$ cat src/smac_ram.sv
// generic simple dual port ram with registered read
module smac_ram #(
    parameter int WIDTH = 4,
    parameter int DEPTH = 16
) (
    input  logic                     aclk,
    input  logic                     wr_en,
    input  logic [$clog2(DEPTH)-1:0] wr_addr,
    input  logic [WIDTH-1:0]         wr_data,
    input  logic [$clog2(DEPTH)-1:0] rd_addr,
    output logic [WIDTH-1:0]         rd_data
);

    logic [WIDTH-1:0] mem [DEPTH];
    logic [WIDTH-1:0] rd_data_reg;

    always_ff @(posedge aclk) begin
        if (wr_en) begin
            mem[wr_addr] <= wr_data;
        end
        rd_data_reg <= mem[rd_addr];
    end

    assign rd_data = rd_data_reg;

endmodule

$ cat config.mk
export PLATFORM = sky130hd
export DESIGN_NAME = smac_ram
export DESIGN_NICKNAME = d
export VERILOG_FILES = /design/src/smac_ram.sv
export SDC_FILE = /design/constraint.sdc
export NUM_CORES = 1
export LEC_CHECK = 0
export ABC_AREA = 1
export ABC_CLOCK_PERIOD_IN_PS = 900
export BUFFER_PORTS_ARGS = -buffer_cell sky130_fd_sc_hd__buf_2
export CAP_MARGIN = 20
export CORE_ASPECT_RATIO = 0.6
export CORE_MARGIN = 3
export CORE_UTILIZATION = 55
export CTS_BUF_LIST = sky130_fd_sc_hd__clkbuf_4
export CTS_CLUSTER_DIAMETER = 100
export DETAILED_ROUTE_END_ITERATION = 12
export HOLD_SLACK_MARGIN = 0.02
export PLACE_DENSITY = 0.74
export SLEW_MARGIN = 20
export SYNTH_ARGS = -nofsm -noshare
export SYNTH_HDL_FRONTEND = slang
export SYNTH_SLANG_ARGS = --single-unit
$ cat constraint.sdc
create_clock -name aclk -period 0.9 [get_ports aclk]
set_clock_uncertainty 0.05 [all_clocks]
set_input_delay 0.135 -clock aclk [delete_from_list [all_inputs] [get_ports aclk]]
set_output_delay 0.135 -clock aclk [all_outputs]
set_load 0.05 [all_outputs]
==> impl_metrics.tcl <==
set metrics [dict create \
    status "complete, but fails checks" \
    violations "setup timing" \
    crit_arrival_ns 0.93 \
    place_area_mm2 0.00321 \
    fmax_ghz 0.899 \
    setup_tns_ns -1.02 \
    min_period_over_period_pct 124 \
    ff_latch_area_mm2 0.00201 \
    crit_buf_inv 1 \
    fin_crit_ns 1.11 \
    vias_per_cell 5.18 \
    num_rows 20 \
    nets 341 \
    multi_input_area_um2 818 \
    p_leak_nw 1.56 \
    irDropWorstVdd_mv 1.03 \
    final_common_cell "nand2_1" \
    p_per_area_mw_per_mm2 1670 \
    post_cts_buffers 0 \
    synthesis.nets 304 \
    cts_buffers 9 \
    slew_headroom_pct 75.6 \
    grt.overflow.total 0 \
    grt_pass1_wl_um 9830 \
    required_ns 0.71 \
    syn_area_mm2 0.00297 \
    hpwl_um 4090 \
    io_buffers 17 \
    rsz0062_at_grt "true" \
    critical_path.slowest_cell "dfxtp_2" \
    synth_top_area_share_pct 64.8 \
    htreeDepth 3 \
    start_util_pct 57.8 \
    cts_buffer_depth 2 \
    cp_slowest_stage_delay_ns 0.35 \
    worstMarginPinSlew_ns 0.367 \
    fin_area_mm2 0.00353 \
    final_cell_mix "85 x nand2_1, 64 x edfxtp_1, 52 x inv_1" \
    cts_tree "yes" \
    wl_per_cell_um 15.6 \
    die_w_um 101 \
    via_count 2060 \
    largest_reg_flops 64 \
    syn2layout_area_growth_pct 19.0 \
    maxSlewViolCount 0 \
    core_mm2 0.00513 \
    syn_inst 290 \
    setup_viol 8 \
    first_global_vias 1931 \
    dieHeight_um 62.9 \
    avgSynthCellArea_um2 10.2 \
    cts_root_buf "clkbuf_4" \
    drive_gt1_share_pct 27.7 \
    clock_latency_ns 0.42 \
    ys_seq_area_share_pct 67.5 \
    synthTopCellsByArea "edfxtp_1 65%, nand2_1 11%, nand3_1 8.3%, inv_1 6.6%, dfxtp_1 2.7%" \
    cap_violations 0 \
    die_area_mm2 0.00634 \
    ys_seq_elements 68 \
    yosysUniqueCellTypes 12 \
    finalHoldViolCount 0 \
    setup_ws_ns -0.212 \
    drtAntennaViolNets 0 \
    diodes 0 \
    wl_um 6200 \
    ios 18 \
    nFillCells 367 \
    r2r_slack_ns -0.09 \
    start_kind "flop" \
    drt-initial-drc-count 184 \
    path_cells "buf_6" \
    globalplace.congestion 0.881 \
    cts_sinks 68 \
    path_class "flop to output pin" \
    track_usage_pct 21.3 \
    yosys_warnings 0 \
    critical-path-top-delay-family "flip-flops" \
    drtPass1Iterations 5 \
    grt_max_degree 33 \
    antenna_found_initial 0 \
    yosysTopAreaCell "edfxtp_1" \
    worstHoldPathType "input pin to flop" \
    crit_fanout 1 \
    cts.clk_slew.worst_paths_ns 0.11 \
    end_kind "output pin" \
    drc 0 \
]
metrics by stage:
step / worst slack [ns] / hold WS (ns) / util [%] / cells / power [W]
floorplan: -0.0289 / 0.184 / - / 290 / 0.00397
global placement: -0.242 / 0.390 / 62.5 / 381 / 0.00415
detailed placement: -0.282 / 0.389 / 62.5 / 381 / 0.00416
CTS: -0.222 / 0.0622 / 67.3 / 398 / 0.00587
global route: -0.262 / 0.0467 / 68.8 / 398 / 0.00613
finish: -0.212 / 0.0703 / 68.8 / 398 / 0.00588
logic make-up (layout without fill, tap and decap cells):
group         after synthesis  in the layout  synth area share [%]
flops                      68             68                  67.5
simple gates              157            157                  22.2
buf+inv                    65            107                  10.3
cell usage after synthesis:
cell type / count
buf_2: 2
buf_4: 4
nand2_1: 89
edfxtp_1: 64
buf_6: 5
nand3_1: 49
nor2_1: 17
dfxtp_1: 4
inv_6: 1
inv_4: 1
nand3b_1: 2
inv_1: 52
per-layer routing:
layer  global-route usage, %  vias to the layer above  wire (um)
li1                        -                     1001          -
met1                    30.6                      982       2950
met2                    29.3                       68       2660
met3                    9.03                        9        525
met4                    6.55                        0         68
met5                       0                        -          0
final timing paths:
path / from / to / cells after the start
worst max-delay path: rd_data[0] / rd_data[0] / 1
worst min-delay path: wr_data[3] / mem[7][3] / 1
worst max register to register: mem[11][2] / rd_data[2] / 6
worst min register to register: mem[2][0] / rd_data[0] / 6
cell type report:
cell class / instances / share of cell area [%]
Timing Repair Buffer: 37 / 8.47
Clock inverter: 5 / 0.851
Inverter: 54 / 5.96
Tap cell: 66 / 2.34
Sequential cell: 68 / 56.9
Clock buffer: 11 / 2.34
Multi-Input combinational cell: 157 / 23.2
report_power, final:
part,internal [W],switching [W],total (W)
clock network,0.000615,0.00106,0.00167
logic,0.000223,0.000423,0.000646
registers,0.00354,0.0000283,0.00357
timing repair:
item,in CTS,in global routing
hold buffers,1,0
pin swaps,15,14
hold endpoints to repair,4,0
setup endpoints to repair,8,8
resized for setup,32,17
(Power assumes the default switching activity.)
